File: src/sv/page_free_list_allocator_defines.svh
// Assertion macros used by the request control of the page free list allocator.
`ifndef PAGE_FREE_LIST_ALLOCATOR_DEFINES_SVH
`define PAGE_FREE_LIST_ALLOCATOR_DEFINES_SVH

`ifndef SYNTH

// same-cycle implication, sampled on clk, quiet in reset
`define PFLA_ASSERT_NOW(label, ante, cons) \
	label: assert property (@(posedge clk) disable iff (!arst_n) (ante) |-> (cons)) \
		else $error("pfla assertion failed");

// next-cycle implication, sampled on clk, quiet in reset
`define PFLA_ASSERT_NEXT(label, ante, cons) \
	label: assert property (@(posedge clk) disable iff (!arst_n) (ante) |=> (cons)) \
		else $error("pfla assertion failed");

`else

`define PFLA_ASSERT_NOW(label, ante, cons)
`define PFLA_ASSERT_NEXT(label, ante, cons)

`endif

`endif

File: src/sv/pfla_ram.sv
// Generic single-port-write, single-port-read RAM with registered read data.
module pfla_ram #(
	parameter int WIDTH  = 8,
	parameter int DEPTH  = 16,
	parameter int ADDR_W = $clog2(DEPTH)
) (
	input  logic              clk,
	input  logic              we,
	input  logic [ADDR_W-1:0] waddr,
	input  logic [WIDTH-1:0]  wdata,
	input  logic              re,
	input  logic [ADDR_W-1:0] raddr,
	output logic [WIDTH-1:0]  rdata
);

	logic [WIDTH-1:0] mem [DEPTH];
	logic [WIDTH-1:0] rdata_q;

	always_ff @(posedge clk) begin
		if (we) begin
			mem[waddr] <= wdata;
		end
		if (re) begin
			rdata_q <= mem[raddr];
		end
	end

	assign rdata = rdata_q;

endmodule

File: config.mk
export PLATFORM = sky130hd
export DESIGN_NAME = pfla_ram
export DESIGN_NICKNAME = d
export VERILOG_FILES = /design/src/sv/page_free_list_allocator_defines.svh /design/src/sv/pfla_ram.sv
export SDC_FILE = /design/constraint.sdc
export NUM_CORES = 1
export LEC_CHECK = 0
export ABC_CLOCK_PERIOD_IN_PS = 2700
export BUFFER_PORTS_ARGS = -buffer_cell sky130_fd_sc_hd__buf_2
export CAP_MARGIN = 20
export CORE_MARGIN = 1
export CORE_UTILIZATION = 45
export DETAILED_ROUTE_END_ITERATION = 7
export PLACE_DENSITY = 0.6
export SYNTH_ARGS = -nofsm -noshare
export SYNTH_HDL_FRONTEND = slang
export SYNTH_SLANG_ARGS = --single-unit
File: constraint.sdc
create_clock -name clk -period 2.7 [get_ports clk]
set_input_delay 0.54 -clock clk [delete_from_list [all_inputs] [get_ports clk]]
set_output_delay 0.54 -clock clk [all_outputs]
set_load 0.005 [all_outputs]
-- Word-level counts from Yosys, hierarchy flattened
Memory sizes are Yosys's and may differ from the RTL's. A register that Yosys moved wholly into a read port is not among the register bits.
Cells that the tools add are included.
- memories kept: 1
- register bits after elaboration: 0
- output and inout bits: 8
- memory bits (writable): 128
- logic and storage cells: 3
- input port bits: 19
- muxes and demuxes: 2
- memory list (memory ; depth ; width ; rd ports ; clocked after memory_dff ; wr ports ; RTL line ; text):
    mem ; 16 ; 8 ; 1 ; 1 ; 1 ; pfla_ram.sv:16 ; logic [WIDTH-1:0] mem [DEPTH];
- operator list (operator ; count):
    two-way mux 1 bit ; 2

-- Longest topological paths before layout
- word-level depth: 2
- mapped depth: 5
- gate-level depth less buffers: 3

-- Worst setup path after synthesis
No wires, ideal clock.
- path type: input-to-reg
- start: in waddr[2]
- end: mem mem[0][0], enable pin
- data required time: 2.317 ns
- library setup time: 0.383 ns
- path buffers: 0
- arrival time: 1.650 ns
- path slack: 0.667 ns
- stages on the path: 2
- cells stage by stage: or3b_2 > nor3_1
- RTL lines (item ; RTL line ; text):
    start, declared ; pfla_ram.sv:9 ; input logic [ADDR_W-1:0] waddr,
    end, declared ; pfla_ram.sv:16 ;
No word-level cell before the write port.

==> impl_metrics.ini <==
[setup_path]
cp_slowest_cell = mux4_1
end_kind = flop
crit_fanout = 32
crit_arrival_ns = 1.94
start_kind = primary input
critPathRequiredTime_ns = 2.86
slowest_delay_ns = 0.64
critPathKind = in2reg
crit_path_cell_trace = buf_2 -> buf_12 -> mux4_1 -> a22oi_1 -> nand2_1
cp_top_family = multiplexers
crit_buf_inv = 2

[power_and_ir_drop]
peakVddDrop_mv = 0.5536
total_power_w = 0.004911
p_leak_nw = 2.109
powerDensity_nw_per_um2 = 792.5

[finish]
num_antenna_cells = 0
final_common_cell = edfxtp_1
syn2layout_area_growth_pct = 18.55
final_util = 0.5594
ff_latch_area_sq_um = 4084
drive_above_1_share = 0.3061
final_cells = 434
mostFrequentLayoutCells = 136 x edfxtp_1, 26 x buf_2, 18 x mux4_2
fin_nets = 301
nFillCells = 846
multi_input_comb_area_sq_um = 1057

[clock_tree]
cts_resized = 0
clk_pin_slew_worst_paths_ns = 0.05
htree_levels = 4
insertion_delay_ns = 0.41
cts.sinks = 136
clockBufferDepth = 2
cts_hold_buffers = 0
cts_root_buffer = clkbuf_16
postCtsSetupBuffers = 0
cts_tree = yes
cts_buffers = 17

[global_route]
overflow = 0
grt_pass1_wl_um = 14970
grt_max_degree = 33
grt_pass1_vias = 2526
grt.total_usage = 0.1889
antenna_found_initial = 0

[route]
vias = 2438
routed_wl_um = 9738
first_pass_iters = 4
wl_per_cell_um = 22.44
vias_per_cell = 5.618
drc = 0
antenna_left = 0
drt_iter0_markers = 110

[placed_design]
port_buffers = 26
gp_congestion = 0.7736
dp_hpwl_um = 6160
dp_slack_ns = 0.4935
dp.cells = 403

[worst_hold_path]
holdCritPathClass = in2reg

[yosys]
synth_top_family_by_area = multiplexers
synthMuxAreaShare = 0.1479
synth_nets = 248
avgSynthCellArea_sq_um = 22.83
yosys.area.top_type = edfxtp_1
synth-compound-area-share = 0.02298
synth_area_sq_um = 5228
synth_area_leaders = edfxtp_1 78%, mux4_2 7.8%, mux4_1 7.0%, a22oi_1 2.3%, nor2_1 0.93%
synth_top_area_frac = 0.7812
yosysSeqAreaShare = 0.7812
syn_inst = 229
synthXorXnorAreaFrac = 0
synth.distinct_cells = 18
synth_fa_ha_area_frac = 0
yosys_warnings = 0
synth_seq_cells = 136
synth_simple_gate_area_frac = 0.03135

[sta]
slew_violations = 0
slew_headroom = 0.5369
hold_viol = 0
rsz0062_at_grt = false
finalSetupViolations = 0
worstMarginPinSlew_ns = 0.6932
fin_crit_ns = 1.780
clock_skew_ns = 0.01006
setup_tns_ns = 0
min_period_over_period = 0.6594
worst_slack_ns = 0.9196
fmax_mhz = 561.7

[die]
die_w_um = 109.8
die-area_sq_um = 12050
start_util = 0.4719
ios = 27
rows = 38
core_area_sq_um = 11080
die_h_um = 109.8

[status]
status = finished, final reports clean

[run]
cap_viol_max_count = 0
## where the power goes
| part | internal (W) | switching [W] | leakage (nW) |
|---|---|---|---|
| registers | 0.00238 | 0.0000113 | 1.24 |
| clock network | 0.00152 | 0.000785 | 0.295 |
| logic | 0.0000917 | 0.000123 | 0.578 |
## path summary, 6_finish.rpt
| check | start | end | slack [ns] | cells past startpoint |
|---|---|---|---|---|
| worst min-delay path | re | rdata[1] | 0.51 | 1 |
| worst max-delay path | raddr[0] | rdata[1] | 0.92 | 5 |
| worst max register to register | mem[5][1] | rdata[1] | 1.15 | 3 |
| worst min register to register | mem[15][2] | rdata[2] | 0.76 | 3 |
## area by class of cell
type                    instances  share of cell area
clock buffers                  19             0.06986
flip-flops and latches        136              0.6590
repair buffers                 44             0.04684
multi-input cells              83              0.1706
clock inverters                12             0.02544
well taps                     140             0.02827
## cells in the mapped netlist (all sizes together)
cell type      count
a22oi             16
and2               1
and2b              1
buf                7
clkdlybuf4s25      3
edfxtp           136
mux4              32
nand2              9
nand2b             2
nand3              1
nand3b             2
nor2              13
nor2b              1
nor3               4
or3b               1
## registers in the layout, indices dropped and copies added (netlist names)
name   cells
rdata      8
mem      128
## metrics by stage
step           cell area (sq um)  hold slack [ns]
2_1_floorplan               5228           0.6389
3_3_place_gp                5607           0.7345
3_5_place_dp                5607           0.7486
4_1_cts                     6197           0.5003
5_1_grt                     6197           0.4970
6_report                    6197           0.5083
## metal layers
layer  track usage  up-vias  share of wire
met5             0        -              0
met4       0.08286        0          0.010
met3       0.06343        8          0.058
met2        0.2835       69           0.49
met1        0.2523     1274           0.44
li1              -     1087              -
## cells by family (layout without fill, tap and decap cells)
family	after synthesis	count (layout)
flip-flops	136	136
AND/OR/NAND/NOR	35	35
multiplexers	32	32
buffers and inverters	10	75
AO/OA/AOI/OAI	16	16
No activity file was read; power rests on OpenSTA's default activity.
