--- config.mk ---
export PLATFORM = sky130hd
export DESIGN_NAME = pfla_cfg
export DESIGN_NICKNAME = d
export VERILOG_FILES = /design/src/sv/page_free_list_allocator_defines.svh /design/src/sv/pfla_pkg.sv /design/src/sv/pfla_cfg.sv
export SDC_FILE = /design/constraint.sdc
export NUM_CORES = 1
export LEC_CHECK = 0
export BUFFER_PORTS_ARGS = -buffer_cell sky130_fd_sc_hd__buf_4
export CORE_UTILIZATION = 52
export CTS_CLUSTER_SIZE = 28
export DETAILED_ROUTE_END_ITERATION = 12
export PLACE_DENSITY = 0.88
export SLEW_MARGIN = 20
export SYNTH_ARGS = -nofsm -noshare
export SYNTH_HDL_FRONTEND = slang
export SYNTH_SLANG_ARGS = --single-unit
--- constraint.sdc ---
create_clock -name clk -period 1.45 [get_ports clk]
set_clock_uncertainty 0.15 [all_clocks]
set_input_delay 0.0725 -clock clk [delete_from_list [all_inputs] [get_ports clk]]
set_output_delay 0.0725 -clock clk [all_outputs]
set_load 0.02 [all_outputs]
--- src/sv/page_free_list_allocator_defines.svh ---
// Assertion macros used by the request control of the page free list allocator.
`ifndef PAGE_FREE_LIST_ALLOCATOR_DEFINES_SVH
`define PAGE_FREE_LIST_ALLOCATOR_DEFINES_SVH

`ifndef SYNTH

// same-cycle implication, sampled on clk, quiet in reset
`define PFLA_ASSERT_NOW(label, ante, cons) \
	label: assert property (@(posedge clk) disable iff (!arst_n) (ante) |-> (cons)) \
		else $error("pfla assertion failed");

// next-cycle implication, sampled on clk, quiet in reset
`define PFLA_ASSERT_NEXT(label, ante, cons) \
	label: assert property (@(posedge clk) disable iff (!arst_n) (ante) |=> (cons)) \
		else $error("pfla assertion failed");

`else

`define PFLA_ASSERT_NOW(label, ante, cons)
`define PFLA_ASSERT_NEXT(label, ante, cons)

`endif

`endif

--- src/sv/pfla_pkg.sv ---
// Types and constants of the page free list allocator.
package pfla_pkg;

	localparam int MAX_PAGES  = 65536;
	localparam int PAGE_BYTES = 4096;

	localparam int IDX_W      = $clog2(MAX_PAGES);
	localparam int LINK_W     = $clog2(MAX_PAGES + 1);
	localparam int OFF_W      = $clog2(PAGE_BYTES);
	localparam int ADDR_W     = 32;
	localparam int PHYS_TOP_W = 29;
	localparam int REG_IDX_W  = 2;
	localparam int STATUS_W   = 2;

	localparam logic [LINK_W-1:0] EMPTY_MARK = LINK_W'(MAX_PAGES);

	localparam logic [STATUS_W-1:0] STAT_OK      = 2'd0;
	localparam logic [STATUS_W-1:0] STAT_EMPTY   = 2'd1;
	localparam logic [STATUS_W-1:0] STAT_INVALID = 2'd2;

	localparam logic FUNC_ALLOC = 1'b0;
	localparam logic FUNC_FREE  = 1'b1;

	localparam logic [REG_IDX_W-1:0] REG_KERNEL_END  = 2'd0;
	localparam logic [REG_IDX_W-1:0] REG_KERNEL_BASE = 2'd1;
	localparam logic [REG_IDX_W-1:0] REG_PHYS_TOP    = 2'd2;

	localparam logic [ADDR_W-1:0]     KERNEL_END_RST  = 32'h0000_0000;
	localparam logic [ADDR_W-1:0]     KERNEL_BASE_RST = 32'h8000_0000;
	localparam logic [PHYS_TOP_W-1:0] PHYS_TOP_RST    = 29'h0E00_0000;

	typedef struct packed {
		logic [ADDR_W-1:0]     kernel_end;
		logic [ADDR_W-1:0]     kernel_base;
		logic [PHYS_TOP_W-1:0] phys_top;
	} cfg_t;

	typedef enum logic {
		ST_IDLE,
		ST_POP
	} state_t;

endpackage

--- src/sv/pfla_cfg.sv ---
// Configuration register file of the page free list allocator.
module pfla_cfg (
	input  logic                            clk,
	input  logic                            arst_n,
	input  logic                            cfg_we,
	input  logic [pfla_pkg::REG_IDX_W-1:0]  cfg_index,
	input  logic [pfla_pkg::ADDR_W-1:0]     cfg_data,
	output pfla_pkg::cfg_t                  cfg
);
	import pfla_pkg::*;

	cfg_t cfg_q;

	always_ff @(posedge clk or negedge arst_n) begin
		if (!arst_n) begin
			cfg_q.kernel_end  <= KERNEL_END_RST;
			cfg_q.kernel_base <= KERNEL_BASE_RST;
			cfg_q.phys_top    <= PHYS_TOP_RST;
		end else if (cfg_we) begin
			case (cfg_index)
				REG_KERNEL_END:  cfg_q.kernel_end  <= cfg_data;
				REG_KERNEL_BASE: cfg_q.kernel_base <= cfg_data;
				REG_PHYS_TOP:    cfg_q.phys_top    <= cfg_data[PHYS_TOP_W-1:0];
				default: ;
			endcase
		end
	end

	assign cfg = cfg_q;

endmodule

# Yosys cells after proc, flatten, opt, wreduce, memory -nomap -nowiden
# Cells that the tools add are included.
op_classes:
  reduce_logical: 4
  eq_ne: 2
ops:
  columns: ["op", "n"]
  rows:
  - ["$reduce_and 2->1", 3]
  - ["$eq 2x1->1 const B", 1]
  - ["$eq 2x2->1 const B", 1]
  - ["$logic_not 2->1", 1]
totals:
  regBits: 93
  elab_cells: 9
  input_bits: 37

# Depth between registers and ports, before layout
# Gate-level depths: netlist of run 1.
depth:
  word_depth: 2
  mapped_depth: 4
  ltp_nobuf: 2

# Least setup slack after synthesis of run 1
# No wires, ideal clock.
synth_timing:
  path_kind: "input to register"
  startpoint: "input cfg_index[1] (netlist name)"
  endpoint: "register cfg_q (netlist bit cfg[61])"
  arrival_ns: 0.907
  required_time_ns: 1.175
  setup_time_ns: 0.125
  n_path_buf: 1
  stages: 3
  path_slack_ns: 0.269
  cell_sequence: "nor3b_2 -> buf_4 -> mux2_2"
synth_between:
  elab_chain_len: 2
synth_rtl:
  columns: ["item", "line", "text"]
  rows:
  - ["from (decl)", "pfla_cfg.sv:6", "input logic [pfla_pkg::REG_IDX_W-1:0] cfg_index,"]
  - ["$logic_not 2->1", "pfla_cfg.sv:20", "case (cfg_index)"]
  - ["$reduce_and 2->1 (no source line)", null, null]
  - ["to (decl)", "pfla_cfg.sv:12", "cfg_t cfg_q;"]
# Every way passes these cells.
# A chain may end at the register's enable or synchronous reset.

# Final worst setup path of run 1
layout_timing:
  startpoint: "register cfg_q (netlist bit cfg[26])"
  endpoint: "output cfg[26] (netlist name)"
layout_lines:
  columns: ["item", "line", "text"]
  rows:
  - ["to (decl)", "pfla_cfg.sv:8", "output pfla_pkg::cfg_t cfg"]
# No word-level cell between the ends.

==> run metrics, run 1 <==
status finished, final reports clean; Worst path top cell family by delay flip-flops; library cells used by synthesis 9; post-synth net total 235; cell area after layout 5120 um^2; total global routing track utilization 23.8%; TritonRoute pass-1 iters 4; DR iter-0 viols 60; initial antenna violation count 0; Num CTS Buffers 9; final hold violations 0; Initial Util 54.4%; clock slew at reported path FFs 0.09 ns; CTS tree yes; Die H around 84 um; max_cap viols 0; Routability Congestion 0.738; Hold Crit Class in -> reg; die width 83.8 um; main area contributors after synthesis dfrtp_1, mux2_2, dfstp_2; fin. max-slew vios 0; ant diodes 0; setup bufs post-CTS 0; Mapped Area 3480 um^2; Total Neg Setup Slack 0 ns; critical path fanouts, max 2; DRC 0; CP endpoint kind output port; Lkg Pwr 0.00240 uW; vias in the first global route between 2000 and 3000; Reg area ~2300 um^2; worst setup path category reg -> out; Synth Area per Inst 17.6 um^2; Inst Count DP 402; Critical-path top delay cell dfstp_2; total routed wirelength 7640 um; part of the power in registers a little under half; Cells after Synth 198; DIE AREA roughly 7000 um^2; CTS root buffer clkbuf_8; FILL cells 360; Least-Margin Pin Slew 0.474 ns; Synth area leader dfrtp_1; post-synth top area share 64.1%; Post-Route Utilization approximately four fifths; Gate power share between 30 and 40%; clk sink count 93; synth warn 0; fin nets 406; largest net degree at the start of global routing 94; critical-path cell list buf_4; Top-Level Pins 130; total power divided by cell area around 1400 nW/um^2; H-Tree Level Count 3; Fmax achieved 797 MHz; critical path arrival 1.03 ns; register bit total from synthesis 93; DR vias 2285; FP Rows 29; most frequent cells in the layout buf_4, mux2_2, dfrtp_1, dlygate4sd3_1, clkbuf_8; post-DR wirelength/cell 16.9 um; RSZ-0062 raised after global routing no; area of the multi-input gates 1080 um^2; Net Sw Frac 30.7%; Worst path max stage delay 0.55 ns; VDD IR max approximately 0.0009 V; max_slew headroom 68.4%; area of the core 6390 um^2; Final Critical Period 1.25 ns; Clk Latency, worst-skew pair roughly 0.34 ns; global-route wire length before repair 12900 um; critical path launch point type flop; area delta synth->final 47.2%; Critical Path RT around 1.2 ns; hpwl dp 5100 um; share of cells above drive strength 1 65.8%; port bufs 129; post-synthesis sequential area ratio 67.1%; Tcrit/Tclk final between 80 and 90%; setup violators final 0; max reg flops 93; clk buf depth 2; Post-DRT Antenna Nets 0; Sw Pwr between 2000 and 2500 uW; Int Pwr 5070 uW; power share of the clock group 23.2%; Buf/Inv on CP 1; final non-filler cell total 451; Area after DPL 4590 um^2; GRT overflow 0; Via density approximately 5.1; most common cell after layout, fill and taps aside buf_4
cells by family (layout without fill, tap and decap cells):
| kind of cell | count (synthesis) | in the layout | share of synthesized area, % |
|---|---|---|---|
| buffers and inverters | 9 | 185 | 1.98 |
| AND/OR/NAND/NOR | 3 | 3 | 0.792 |
| flip-flops | 93 | 93 | 67.1 |
| multiplexers | 93 | 93 | 30.1 |
stage by stage:
step	hold WS, ns	power [uW]	setup WS (ns)
6_report	0.113	7320	0.195
3_5_place_dp	0.00608	5610	0.0995
2_1_floorplan	-0.373	4490	0.269
4_1_cts	0.106	7360	0.198
3_3_place_gp	0.000436	5520	0.149
5_1_grt	0.111	7660	0.160
worst paths after layout:
kind / from / endpoint / slack, ns / depth (start not counted)
max in group asynchronous: arst_n / cfg[26] / 0.63 / 3
min: cfg_index[0] / cfg[89] / 0.11 / 4
min in group asynchronous: arst_n / cfg[57] / 0.15 / 3
min reg2reg: cfg[73] / cfg[73] / 0.35 / 1
max reg2reg: cfg[56] / cfg[56] / 0.50 / 1
max: cfg[26] / cfg[26] / 0.20 / 1
cell usage after synthesis (all sizes together):
cell    instances
nor3b           1
mux2           93
dfstp           4
dfrtp          89
buf             9
nand3b          2
area by class of cell:
cell class	count	share of cell area [%]
tap	77	1.88
timing repair buffer	169	27.6
clock inverter	4	0.929
multi-input combinational	96	21.1
sequential	93	45.6
clock buffer	12	2.84
per-layer routing:
layer | track usage (%) | part of all wire, %
met4 | 9.71 | 1.4
met1 | 30.7 | 41
met3 | 5.93 | 6.1
met5 | 0 | 0
met2 | 38.7 | 52
power groups by stage:
stage | Combinational, uW | Clock, uW | Sequential, uW
after floorplan | 491 | 0 | 4000
after global placement | 2130 | 0 | 3390
after detailed placement | 2190 | 0 | 3420
after CTS | 2260 | 1730 | 3370
after global routing | 2370 | 1860 | 3440
final | 2240 | 1690 | 3380
what timing repair did:
action / 4_1_cts / 5_1_grt
resized for setup: 0 / 0
hold buffers: 33 / 0
hold endpoints to repair: 186 / 0
Power figures use the tool's default switching activity.
==> run 2, diff against run 1 <==
--- a/config.mk
+++ b/config.mk
@@ -7,8 +7,9 @@
 export LEC_CHECK = 0
 export BUFFER_PORTS_ARGS = -buffer_cell sky130_fd_sc_hd__buf_4
 export CORE_UTILIZATION = 52
-export CTS_CLUSTER_SIZE = 28
+export CTS_CLUSTER_SIZE = 24
 export DETAILED_ROUTE_END_ITERATION = 12
+export MAX_ROUTING_LAYER = met4
 export PLACE_DENSITY = 0.88
 export SLEW_MARGIN = 20
 export SYNTH_ARGS = -nofsm -noshare
==> run 2 against run 1 <==
  * Register-to-register slack hardly changed
  * First-iteration DRC count is 3.3% higher
  * Hold slack better by 0.0010 ns
==> run metrics, run 2 (synthesis results as in run 1) <==
Buf/Inv on CP 1 (unchanged); Place WS 0.0995 ns (unchanged); critical path arrival 1.04 ns (about the same); GRT overflow 0 (unchanged); most frequent cells in the layout buf_4, mux2_2, dfrtp_1, dlygate4sd3_1, clkbuf_8; Routability Congestion 0.747 (+1.2%); Num CTS Buffers 9 (unchanged); final hold violations 0 (unchanged); clk sink count 93 (unchanged); DIE AREA 7010 um^2 (unchanged); Die H 83.8 um (unchanged); status finished, final reports clean; most common cell after layout, fill and taps aside buf_4; Min-Delay Path Depth 4 (unchanged); clk buf depth 2 (unchanged); Post-DRT Antenna Nets 0 (unchanged); Sw Pwr 2240 uW (-0.17%); DR iter-0 viols 62 (+3.3%); Area after DPL 4590 um^2 (unchanged); TritonRoute pass-1 iters 4 (unchanged); Clk Latency, worst-skew pair 0.34 ns (about the same); Critical-path top delay cell dfstp_2; CTS root buffer clkbuf_8; port bufs 129 (unchanged); post-DR wirelength/cell 16.9 um (about the same); vias in the first global route 2624 (+0.23%); critical path launch point type flop; area of the core 6390 um^2 (unchanged); number of cells on the worst reg-to-reg path 1 (unchanged); Reg-to-Reg Start cfg[87]; CP endpoint kind output port; Hold Crit Class in -> reg; area delta synth->final 47.2% (unchanged); DRC 0 (unchanged); total power divided by cell area 1430 nW/um^2 (about the same); power share of the clock group 23.1% (about the same); reg-to-reg critical path endpoint cfg[87]; max reg flops 93 (unchanged); post-route setup slack 0.192 ns (-0.00346 ns); global-route wire length before repair 12900 um (about the same); max_slew headroom 67.1% (-1.3 points); total global routing track utilization 24.4% (+0.68 points); Net Sw Frac 30.7% (-0.036 points); share of cells above drive strength 1 65.8% (unchanged); max_cap viols 0 (unchanged); setup bufs post-CTS 0 (unchanged); Int Pwr 5070 uW (about the same); startpoint of the worst hold path cfg_index[1]; Gate power share 30.7% (about the same); Worst path max stage delay 0.55 ns (about the same); post-CTS sizing 0 (unchanged); Final Critical Period 1.26 ns (+0.00346 ns); VDD IR max 0.000915 V (about the same); total routed wirelength 7640 um (about the same); Tcrit/Tclk final 86.8% (+0.24 points); CTS tree yes; cell area after layout 5120 um^2 (unchanged); DR vias 2292 (+0.31%); fin nets 406 (unchanged); hpwl dp 5100 um (unchanged); die width 83.8 um (unchanged); worst setup path category reg -> out; ant diodes 0 (unchanged); Hold EP cfg[89]; RSZ-0062 raised after global routing no; clock slew at reported path FFs 0.09 ns (about the same); initial antenna violation count 0 (unchanged); setup violators final 0 (unchanged); R2R Setup Slk 0.50 ns (about the same); FP Rows 29 (unchanged); Least-Margin Pin Slew 0.493 ns (+0.0190 ns); largest net degree at the start of global routing 94 (unchanged); Lkg Pwr 0.00240 uW (unchanged); fin. max-slew vios 0 (unchanged); critical path fanouts, max 2 (unchanged); part of the power in registers 46.2% (about the same); Via density 5.08 (+0.31%); H-Tree Level Count 3 (unchanged); Initial Util 54.4% (unchanged); Worst path top cell family by delay flip-flops; CTS Hold Buffers Added 33 (unchanged); Total Neg Setup Slack 0 ns (unchanged); Top-Level Pins 130 (unchanged); Critical Path RT 1.23 ns (about the same); Fmax achieved 795 MHz (-0.27%); critical-path cell list buf_4
run 2: cell counts in the layout (fill, tap and decap cells not counted):
Identical to the previous run, type by type.
run 2: power by group through the flow:
stage / sequential, uW / clock (uW) / combinational (uW)
final: 3380 / 1690 / 2250
after global routing: 3440 / 1860 / 2370
after CTS: 3370 / 1730 / 2260
after detailed placement: 3420 / 0 / 2190
after global placement: 3390 / 0 / 2130
after floorplan: 4000 / 0 / 491
run 2: metal layers:
metal | up-vias | routed length [um] | GRT usage [%]
met5 | - | 0 | -
met4 | 0 | 138 | 9.71
met3 | 15 | 398 | 4.65
met2 | 80 | 3970 | 38.7
met1 | 1161 | 3130 | 31.4
li1 | 1036 | - | -
run 2: layout make-up:
cell class | instances | area [um^2]
flip-flops and latches | 93 | 2330
repair buffers | 169 | 1410
fillers | 360 | 1270
multi-input cells | 96 | 1080
clock buffers | 12 | 145
well taps | 77 | 96.3
clock inverters | 4 | 47.5
run 2: worst max-delay path by stage:
| stage | from | end | slack (ns) | cells past startpoint |
|---|---|---|---|---|
| 2_1_floorplan | cfg_index[1] | cfg[61] | 0.27 | 3 |
| 3_3_place_gp | cfg_index[1] | cfg[72] | 0.15 | 4 |
| 3_5_place_dp | cfg_index[1] | cfg[82] | 0.1 | 4 |
| 4_1_cts | cfg[25] | cfg[25] | 0.20 | 1 |
| 5_1_grt | cfg[26] | cfg[26] | 0.16 | 1 |
| 6_report | cfg[26] | cfg[26] | 0.19 | 1 |
run 2: metrics by stage:
| step | instances | hold WS (ns) | util [%] | total power [uW] |
|---|---|---|---|---|
| 3_3_place_gp | 402 | 0.000436 | 71.9 | 5520 |
| 3_5_place_dp | 402 | 0.00608 | 71.9 | 5610 |
| 4_1_cts | 451 | 0.106 | 80.1 | 7360 |
| 5_1_grt | 451 | 0.111 | 80.1 | 7660 |
| 6_report | 451 | 0.114 | 80.1 | 7310 |
| 2_1_floorplan | 198 | -0.373 | - | 4490 |
