--- src/sv/page_free_list_allocator_defines.svh ---
// Assertion macros used by the request control of the page free list allocator.
`ifndef PAGE_FREE_LIST_ALLOCATOR_DEFINES_SVH
`define PAGE_FREE_LIST_ALLOCATOR_DEFINES_SVH

`ifndef SYNTH

// same-cycle implication, sampled on clk, quiet in reset
`define PFLA_ASSERT_NOW(label, ante, cons) \
	label: assert property (@(posedge clk) disable iff (!arst_n) (ante) |-> (cons)) \
		else $error("pfla assertion failed");

// next-cycle implication, sampled on clk, quiet in reset
`define PFLA_ASSERT_NEXT(label, ante, cons) \
	label: assert property (@(posedge clk) disable iff (!arst_n) (ante) |=> (cons)) \
		else $error("pfla assertion failed");

`else

`define PFLA_ASSERT_NOW(label, ante, cons)
`define PFLA_ASSERT_NEXT(label, ante, cons)

`endif

`endif

--- src/sv/pfla_pkg.sv ---
// Types and constants of the page free list allocator.
package pfla_pkg;

	localparam int MAX_PAGES  = 65536;
	localparam int PAGE_BYTES = 4096;

	localparam int IDX_W      = $clog2(MAX_PAGES);
	localparam int LINK_W     = $clog2(MAX_PAGES + 1);
	localparam int OFF_W      = $clog2(PAGE_BYTES);
	localparam int ADDR_W     = 32;
	localparam int PHYS_TOP_W = 29;
	localparam int REG_IDX_W  = 2;
	localparam int STATUS_W   = 2;

	localparam logic [LINK_W-1:0] EMPTY_MARK = LINK_W'(MAX_PAGES);

	localparam logic [STATUS_W-1:0] STAT_OK      = 2'd0;
	localparam logic [STATUS_W-1:0] STAT_EMPTY   = 2'd1;
	localparam logic [STATUS_W-1:0] STAT_INVALID = 2'd2;

	localparam logic FUNC_ALLOC = 1'b0;
	localparam logic FUNC_FREE  = 1'b1;

	localparam logic [REG_IDX_W-1:0] REG_KERNEL_END  = 2'd0;
	localparam logic [REG_IDX_W-1:0] REG_KERNEL_BASE = 2'd1;
	localparam logic [REG_IDX_W-1:0] REG_PHYS_TOP    = 2'd2;

	localparam logic [ADDR_W-1:0]     KERNEL_END_RST  = 32'h0000_0000;
	localparam logic [ADDR_W-1:0]     KERNEL_BASE_RST = 32'h8000_0000;
	localparam logic [PHYS_TOP_W-1:0] PHYS_TOP_RST    = 29'h0E00_0000;

	typedef struct packed {
		logic [ADDR_W-1:0]     kernel_end;
		logic [ADDR_W-1:0]     kernel_base;
		logic [PHYS_TOP_W-1:0] phys_top;
	} cfg_t;

	typedef enum logic {
		ST_IDLE,
		ST_POP
	} state_t;

endpackage

--- src/sv/pfla_ctrl.sv ---
// Request control, head register and result register of the allocator.
`include "page_free_list_allocator_defines.svh"

module pfla_ctrl (
	input  logic                           clk,
	input  logic                           arst_n,
	input  pfla_pkg::cfg_t                 cfg,
	input  logic                           in_valid,
	output logic                           in_ready,
	input  logic                           func,
	input  logic [pfla_pkg::ADDR_W-1:0]    page_addr,
	output logic                           out_valid,
	input  logic                           out_ready,
	output logic [pfla_pkg::ADDR_W-1:0]    alloc_addr,
	output logic [pfla_pkg::STATUS_W-1:0]  status,
	output logic                           mem_we,
	output logic [pfla_pkg::IDX_W-1:0]     mem_waddr,
	output logic [pfla_pkg::LINK_W-1:0]    mem_wdata,
	output logic                           mem_re,
	output logic [pfla_pkg::IDX_W-1:0]     mem_raddr,
	input  logic [pfla_pkg::LINK_W-1:0]    mem_rdata
);
	import pfla_pkg::*;

	state_t state_q, state_d;

	logic [LINK_W-1:0]   head_q;
	logic                out_valid_q;
	logic [ADDR_W-1:0]   alloc_addr_q;
	logic [STATUS_W-1:0] status_q;
	logic [ADDR_W-1:0]   pop_addr_s1;

	logic                accept;
	logic                list_empty;
	logic [ADDR_W-1:0]   phys;
	logic [ADDR_W-1:0]   phys_page;
	logic [IDX_W-1:0]    free_idx;
	logic                free_ok;
	logic [ADDR_W-1:0]   frac;
	logic [ADDR_W-1:0]   head_virt;
	logic                load_out;
	logic [ADDR_W-1:0]   load_addr;
	logic [STATUS_W-1:0] load_status;
	logic                head_we;
	logic [LINK_W-1:0]   head_d;

	assign list_empty = (head_q >= EMPTY_MARK);
	assign phys       = page_addr - cfg.kernel_base;
	assign phys_page  = phys >> OFF_W;
	assign free_idx   = phys[OFF_W +: IDX_W];
	assign free_ok    = (page_addr[OFF_W-1:0] == '0) &&
	                    (page_addr >= cfg.kernel_end) &&
	                    (phys < ADDR_W'(cfg.phys_top)) &&
	                    (phys_page < ADDR_W'(MAX_PAGES));

	assign frac      = (ADDR_W'(0) - cfg.kernel_base) & ADDR_W'(PAGE_BYTES - 1);
	assign head_virt = ((ADDR_W'(head_q) << OFF_W) | frac) + cfg.kernel_base;

	assign accept = in_valid && in_ready;

	always_comb begin
		state_d = state_q;
		case (state_q)
			ST_IDLE: begin
				if (accept && (func == FUNC_ALLOC) && !list_empty) begin
					state_d = ST_POP;
				end
			end
			ST_POP:  state_d = ST_IDLE;
			default: state_d = ST_IDLE;
		endcase
	end

	always_comb begin
		in_ready    = 1'b0;
		mem_we      = 1'b0;
		mem_re      = 1'b0;
		load_out    = 1'b0;
		load_addr   = '0;
		load_status = STAT_OK;
		head_we     = 1'b0;
		head_d      = mem_rdata;
		case (state_q)
			ST_IDLE: begin
				in_ready = !out_valid_q || out_ready;
				if (accept) begin
					if (func == FUNC_FREE) begin
						load_out    = 1'b1;
						load_status = free_ok ? STAT_OK : STAT_INVALID;
						mem_we      = free_ok;
						head_we     = free_ok;
						head_d      = LINK_W'(free_idx);
					end else if (list_empty) begin
						load_out    = 1'b1;
						load_status = STAT_EMPTY;
					end else begin
						mem_re = 1'b1;
					end
				end
			end
			ST_POP: begin
				load_out  = 1'b1;
				load_addr = pop_addr_s1;
				head_we   = 1'b1;
			end
			default: ;
		endcase
	end

	assign mem_waddr = free_idx;
	assign mem_wdata = head_q;
	assign mem_raddr = head_q[IDX_W-1:0];

	always_ff @(posedge clk or negedge arst_n) begin
		if (!arst_n) begin
			state_q     <= ST_IDLE;
			head_q      <= EMPTY_MARK;
			out_valid_q <= 1'b0;
		end else begin
			state_q <= state_d;
			if (head_we) begin
				head_q <= head_d;
			end
			if (load_out) begin
				out_valid_q <= 1'b1;
			end else if (out_ready) begin
				out_valid_q <= 1'b0;
			end
		end
	end

	always_ff @(posedge clk) begin
		if (mem_re) begin
			pop_addr_s1 <= head_virt;
		end
		if (load_out) begin
			alloc_addr_q <= load_addr;
			status_q     <= load_status;
		end
	end

	assign out_valid  = out_valid_q;
	assign alloc_addr = alloc_addr_q;
	assign status     = status_q;

	`PFLA_ASSERT_NOW(a_pop_slot_free, state_q == ST_POP, !out_valid_q)
	`PFLA_ASSERT_NEXT(a_pop_one_cycle, state_q == ST_POP, state_q == ST_IDLE)
	`PFLA_ASSERT_NEXT(a_pop_after_read, mem_re, state_q == ST_POP && !out_valid_q)
	`PFLA_ASSERT_NOW(a_no_addr_unless_ok, out_valid_q && status_q != STAT_OK, alloc_addr_q == '0)
	`PFLA_ASSERT_NEXT(a_push_sets_head, mem_we, head_q == LINK_W'($past(free_idx)))

endmodule

--- config.mk ---
export PLATFORM = sky130hd
export DESIGN_NAME = pfla_ctrl
export DESIGN_NICKNAME = d
export VERILOG_FILES = /design/src/sv/pfla_pkg.sv /design/src/sv/pfla_ctrl.sv
export VERILOG_INCLUDE_DIRS = /design/src /design/src/sv
export SDC_FILE = /design/constraint.sdc
export NUM_CORES = 1
export LEC_CHECK = 0
export ABC_AREA = 1
export BUFFER_PORTS_ARGS = -buffer_cell sky130_fd_sc_hd__buf_2
export CELL_PAD_IN_SITES_DETAIL_PLACEMENT = 1
export CELL_PAD_IN_SITES_GLOBAL_PLACEMENT = 1
export CORE_ASPECT_RATIO = 0.5
export CORE_MARGIN = 2
export CORE_UTILIZATION = 39
export CTS_BUF_LIST = sky130_fd_sc_hd__clkbuf_4 sky130_fd_sc_hd__clkbuf_8
export DETAILED_ROUTE_END_ITERATION = 10
export HOLD_SLACK_MARGIN = 0.03
export PLACE_DENSITY_LB_ADDON = 0.3
export SLEW_MARGIN = 20
export SYNTH_ARGS = -nofsm -noshare
export SYNTH_HDL_FRONTEND = slang
export SYNTH_SLANG_ARGS = --single-unit
--- constraint.sdc ---
create_clock -name clk -period 5.95 [get_ports clk]
set_input_delay 1.19 -clock clk [delete_from_list [all_inputs] [get_ports clk]]
set_output_delay 1.19 -clock clk [all_outputs]
set_load 0.005 [all_outputs]
; Word-level counts from Yosys, hierarchy flattened
; Cells that the tools add are included.
[word_totals]
regBits = 85
in_bits = 147
elab_cells = 52
[classes]
add_sub_neg = 3
magnitude_cmp = 4
mux = 23
bitwise = 4
reduce_logical = 12
[op_table]
columns = operator, n
row1 = 17-bit 2-to-1 mux, 3
row2 = 29-bit by 32-bit adder with 32-bit output, 1
row3 = 32-bit >= comparator, 1
row4 = 32-bit by 29-bit < comparator with 1-bit output, 1
row5 = 32-bit subtractor, 1
row6 = 29-bit by 12-bit OR with 29-bit output, 1
row7 = "20-bit by 17-bit < comparator with 1-bit output, second input constant", 1
row8 = "17-bit >= comparator, second input constant", 1
row9 = 1-bit 2-to-1 mux, 15
row10 = 12-bit zero test, 1
row11 = "1-bit by 12-bit subtractor with 12-bit output, first input constant", 1
row12 = 1-bit logical AND, 6
row13 = 1-bit one-hot mux with 2 select lines, 3
row14 = 2-bit 2-to-1 mux, 2
row15 = 1-bit inverter, 3
row16 = 1-bit zero test, 2
row17 = 2-bit nonzero test, 1
row18 = 2-bit OR reduction, 1
row19 = 1-bit logical OR, 1

; Longest topological paths before layout
[depth]
ltp_word = 8
mapped_depth = 32
depth_no_buf = 31

; Least setup slack after synthesis
; Ideal clock, no wire load.
[synth_timing]
kind = in2out
from = in page_addr[0] in the netlist's numbering
to = out mem_we
arrival_ns = 4.320
required_time_ns = 4.760
setup_slack_ns = 0.440
cell_stages = 30
n_path_buf = 1
path_cell_list = inv_1 -> ha_1 -> inv_1 -> fa_1 -> nand2_1 -> inv_1 -> nand2_1 -> nand2_1 -> nand2_1 -> nand2_2 -> a21oi_2 -> o21bai_2 -> nand2_1 -> nand2_1 -> o21ai_0 -> nand2_1 -> and2_1 -> ha_1 -> nand2_1 -> nor2_1 -> nand2_1 -> nand2_1 -> nand2_1 -> nand2_1 -> a21oi_1 -> nand4_2 -> nor2_4 -> nand4_4 -> buf_4 -> inv_1
[synth_between]
elab_chain_cells = 7
elab_cells_between_ends = 11
classes_between = add/sub (1) / order compare (3) / mux (3) / reduce/logical (4)
[synth_rtl]
columns = item, line_no
row1 = from (decl), pfla_ctrl.sv:11  ; input logic [pfla_pkg::ADDR_W-1:0] page_addr,
row2 = 32-bit subtractor *, pfla_ctrl.sv:48  ; assign phys = page_addr - cfg.kernel_base;
row3 = named net mem_waddr (one bit), pfla_ctrl.sv:17  ; output logic [pfla_pkg::IDX_W-1:0] mem_waddr,
row4 = 32-bit by 29-bit < comparator with 1-bit output, pfla_ctrl.sv:53  ; (phys < ADDR_W'(cfg.phys_top)) &&
row5 = 1-bit logical AND, pfla_ctrl.sv:52  ; (page_addr >= cfg.kernel_end) &&
row6 = 1-bit logical AND *, pfla_ctrl.sv:53
row7 = 1-bit 2-to-1 mux *, pfla_ctrl.sv:87  ; if (func == FUNC_FREE) begin
row8 = 1-bit 2-to-1 mux *, pfla_ctrl.sv:86  ; if (accept) begin
row9 = 1-bit 2-to-1 mux *, pfla_ctrl.sv:83  ; case (state_q)
row10 = to (decl), pfla_ctrl.sv:16  ; output logic mem_we,
; Mark *: on every way through the listed nets, which the timed path passes. The rest lies on a longest branch.

; Worst setup path after layout
[layout_timing]
from = in cfg[33] in the netlist's numbering
to = out mem_we
[layout_between]
elab_chain_cells = 7
elab_cells_between_ends = 8
classes_between = add/sub (1) / order compare (2) / mux (3) / reduce/logical (2)
[layout_rtl]
columns = item, line_no
row1 = from (decl), pfla_ctrl.sv:7  ; input pfla_pkg::cfg_t cfg,
row2 = 32-bit subtractor *, pfla_ctrl.sv:48
row3 = 32-bit by 29-bit < comparator with 1-bit output, pfla_ctrl.sv:53
row4 = 1-bit logical AND, pfla_ctrl.sv:52
row5 = 1-bit logical AND *, pfla_ctrl.sv:53
row6 = 1-bit 2-to-1 mux *, pfla_ctrl.sv:87
row7 = 1-bit 2-to-1 mux *, pfla_ctrl.sv:86
row8 = 1-bit 2-to-1 mux *, pfla_ctrl.sv:83
; Mark *: on every way between the ends. The rest lies on a longest branch, timed or not.

==> flow_metrics.py <==
metrics = {
    "clocking": {
        "tritoncts.num_buffers": 9,
        "clk_pin_slew_ps": 90,
        "clock-sinks": 83,
        "skew_pair_late_insertion_delay_ps": 390,
        "cts.root.buffer_cell": "clkbuf_8",
        "cts_tree": "yes",
        "clock_tree.htree_level_count": 3,
        "holdBufCountCts": 0,
        "clockBufferDepth": 2,
    },
    "timing": {
        "final.setup.tns_ps": 0,
        "timing.final.crit_period_ps": 5820,
        "finalMaxSlewViolations": 0,
        "timing.clock.skew_ps": 7.05,
        "hold_viol": 0,
        "timing.hold.ws_ps": 516,
        "timing.final.crit_share_pct": 97.9,
        "final-setup-viol-count": 0,
        "worst_pin_slew_ps": 600,
        "slew-limit-headroom_pct": 59.9,
        "fmaxAchievable_ghz": 0.172,
    },
    "critical_path": {
        "cp_slowest_cell": "ha_1",
        "required_ps": 4760,
        "critPathTopFamily": "simple AND/OR/NAND/NOR gates",
        "crit_fanout": 4,
        "crit_type": "in -> out",
        "cp_slowest_stage_delay_ps": 360,
        "crit_path_frequent_cell": "nand2_1",
        "setup.worst_path.end_class": "output port",
        "worst-path-buf-inv": 6,
        "crit_path_arrival_time_ps": 4630,
        "startpoint_type": "primary input",
    },
    "floorplan": {
        "core-area_um2": 22000,
        "die_width_um": 217,
        "initial_utilization_pct": 40.3,
        "dieHeight_um": 111,
        "ioPinCount": 234,
        "die_area_um2": 24000,
        "placement_rows": 38,
    },
    "finish": {
        "finalNonFillerCells": 1824,
        "drive_gt1_share_pct": 22.7,
        "syn2layout_area_growth_pct": 23.7,
        "multiInputGateArea_um2": 5710,
        "mostFrequentLayoutCells": "nand2_1 (363), buf_2 (232), inv_1 (223), ha_1 (108), nor2_1 (88)",
        "layout.area.seq_um2": 2400,
        "leading_cell_type_in_the_layout_fill_and_taps_excluded": "nand2_1",
        "stdcell_area_um2": 11000,
        "final_nets": 1785,
        "total_of_fill_cells_in_the_finished_design": 2961,
    },
    "place": {
        "port_buffers": 232,
        "post_dp_cell_area_um2": 10400,
        "gpl.final_weighted_congestion": 0.942,
        "hpwlAfterDp_um": 28800,
        "placedCellCount": 1797,
    },
    "grt": {
        "via_count_of_the_first_global_routing_pass": 9486,
        "groute.usage.overall_pct": 27.4,
        "grt_first_pass_wirelength_um": 51100,
        "grt_overflow_total": 0,
        "pin_count_of_the_biggest_net_entering_global_routing": 35,
        "number_of_antenna_violations_at_the_first_check_in_global_routing": 2,
    },
    "routing": {
        "detail_route.wl_per_cell_um": 18.1,
        "drt-total-wl_um": 32900,
        "postRouteAntennaNets": 0,
        "drtPass1Iterations": 5,
        "initialDrtViolationCount": 422,
        "vias_per_cell": 5.06,
        "vias": 9233,
        "drc_errors": 0,
    },
    "power": {
        "power_leakage_uw": 0.00611,
        "vdd.ir_drop.worst_mv": 0.155,
        "p_per_area_nw_per_um2": 284,
    },
    "run": {
        "cap_violations": 0,
    },
    "synthesis": {
        "post_synth_inst_count": 1271,
        "dominantRegCellSynth": "edfxtp_1",
        "synthTopCellsByArea": "edfxtp_1 (22%), ha_1 (17%), nand2_1 (16%)",
        "postSynth.asyncResetShare_pct": 22.9,
        "syn_area_per_cell_um2": 6.97,
        "yosysTopAreaCellShare_pct": 21.7,
        "postSynthRegisterBits": 83,
        "post-synth-top-area-cell": "edfxtp_1",
        "mappedNetlistArea_um2": 8860,
        "netlist-cell-type-count": 46,
        "synth_edf_count": 64,
        "synthesis.nets": 1539,
        "yosysWarnings": 0,
        "synth_seq_area_share_pct": 27.1,
    },
    "run_status": {
        "status": "finished clean",
    },
    "min_path": {
        "min-delay-path-class": "reg -> reg",
    },
}
kinds of logic (layout without fill, tap and decap cells):
group / after synthesis / after routing / share of synthesized area (%)
other: 1 / 3 / 0.0423
buffers and inverters: 257 / 508 / 11.7
DFF: 83 / 83 / 27.1
AOI/OAI and AO/OA: 166 / 166 / 10.4
xor gates and xnor gates: 60 / 60 / 5.93
adders and majority gates: 121 / 121 / 17.2
and+or+nand+nor: 583 / 583 / 27.7
worst paths after layout:
| check | from | to | slack (ps) | cells after the start |
|---|---|---|---|---|
| setup / recovery | cfg[33] | mem_we | 130 | 25 |
| setup reg to reg | out_valid | mem_wdata[1] | 3500 | 12 |
| hold / removal | pop_addr_s1[30] | alloc_addr[30] | 520 | 2 |
| max in group asynchronous | arst_n | mem_wdata[16] | 4880 | 1 |
| min in group asynchronous | arst_n | out_valid | 730 | 1 |
| hold reg to reg | pop_addr_s1[30] | alloc_addr[30] | 520 | 2 |
state kept, by name, summed over array words and instances (netlist names):
register / count
state_q: 1
status: 2
out_valid: 1
mem_wdata: 17
pop_addr_s1: 31
alloc_addr: 31
routing by layer:
layer / track usage, % / part of all wire (%)
met1: 38.6 / 49
met2: 45.2 / 46
met4: 5.98 / 1.6
met5: 0 / 0
met3: 2.95 / 3.5
cells in the mapped netlist (4+ instances only):
cell and instances:
xnor2_1 17, a31oi_1 6, nand2_1 370, ha_1 120
nor2_2 4, xor2_1 43, o21ai_1 4, nand3_1 58
a211oi_1 5, clkbuf_1 7, a21o_1 4, inv_1 227
edfxtp_1 64, o21a_1 5, o21ai_0 43, buf_4 18
nor3_1 16, nand2_2 7, nor2_1 90, nor4_1 7
nand4_1 12, a21oi_1 85, o21bai_1 5, nand3b_1 5
dfrtp_1 18
final cells by class:
cell class	count	area share (%)
antenna	2	0.0457
clock inverter	7	0.879
sequential	83	21.9
inverter	231	7.91
tap	300	3.43
multi-input combinational	931	52.1
clock buffer	9	1.13
timing repair buffer	261	12.6
worst reg2reg max path, cell delays in order (launching register included):
cell      delay, ps
dfrtp_1         390
inv_1            60
nor2_1           40
nor2_1          160
nand3_1         470
clkinv_1        140
buf_4           260
nand4_4         180
buf_4           170
buf_4           190
nand2_4         170
nand2_1          90
nand2_1          70
per-stage QoR:
step | setup WS, ps | util, % | power (uW)
floorplan | 440 | - | 1980
global placement | 114 | 47.3 | 2570
detailed placement | -72.3 | 47.3 | 2620
CTS | 18.0 | 48.4 | 3080
global route | -38.6 | 49.9 | 3360
finish | 127 | 49.9 | 3110
where the power goes:
group / internal [uW] / switching, uW
Sequential: 842 / 116
Clock: 207 / 240
Combinational: 648 / 1060
Total: 1700 / 1420
repair_timing:
| item | CTS | global route |
|---|---|---|
| gates cloned | 0 | 0 |
| gates resized for setup | 4 | 50 |
| hold endpoints to repair | 0 | 0 |
| endpoints found under the setup margin | 1 | 1 |
| buffers inserted | 1 | 8 |
| pin swaps | 2 | 20 |
No activity file was read; power rests on OpenSTA's default activity.
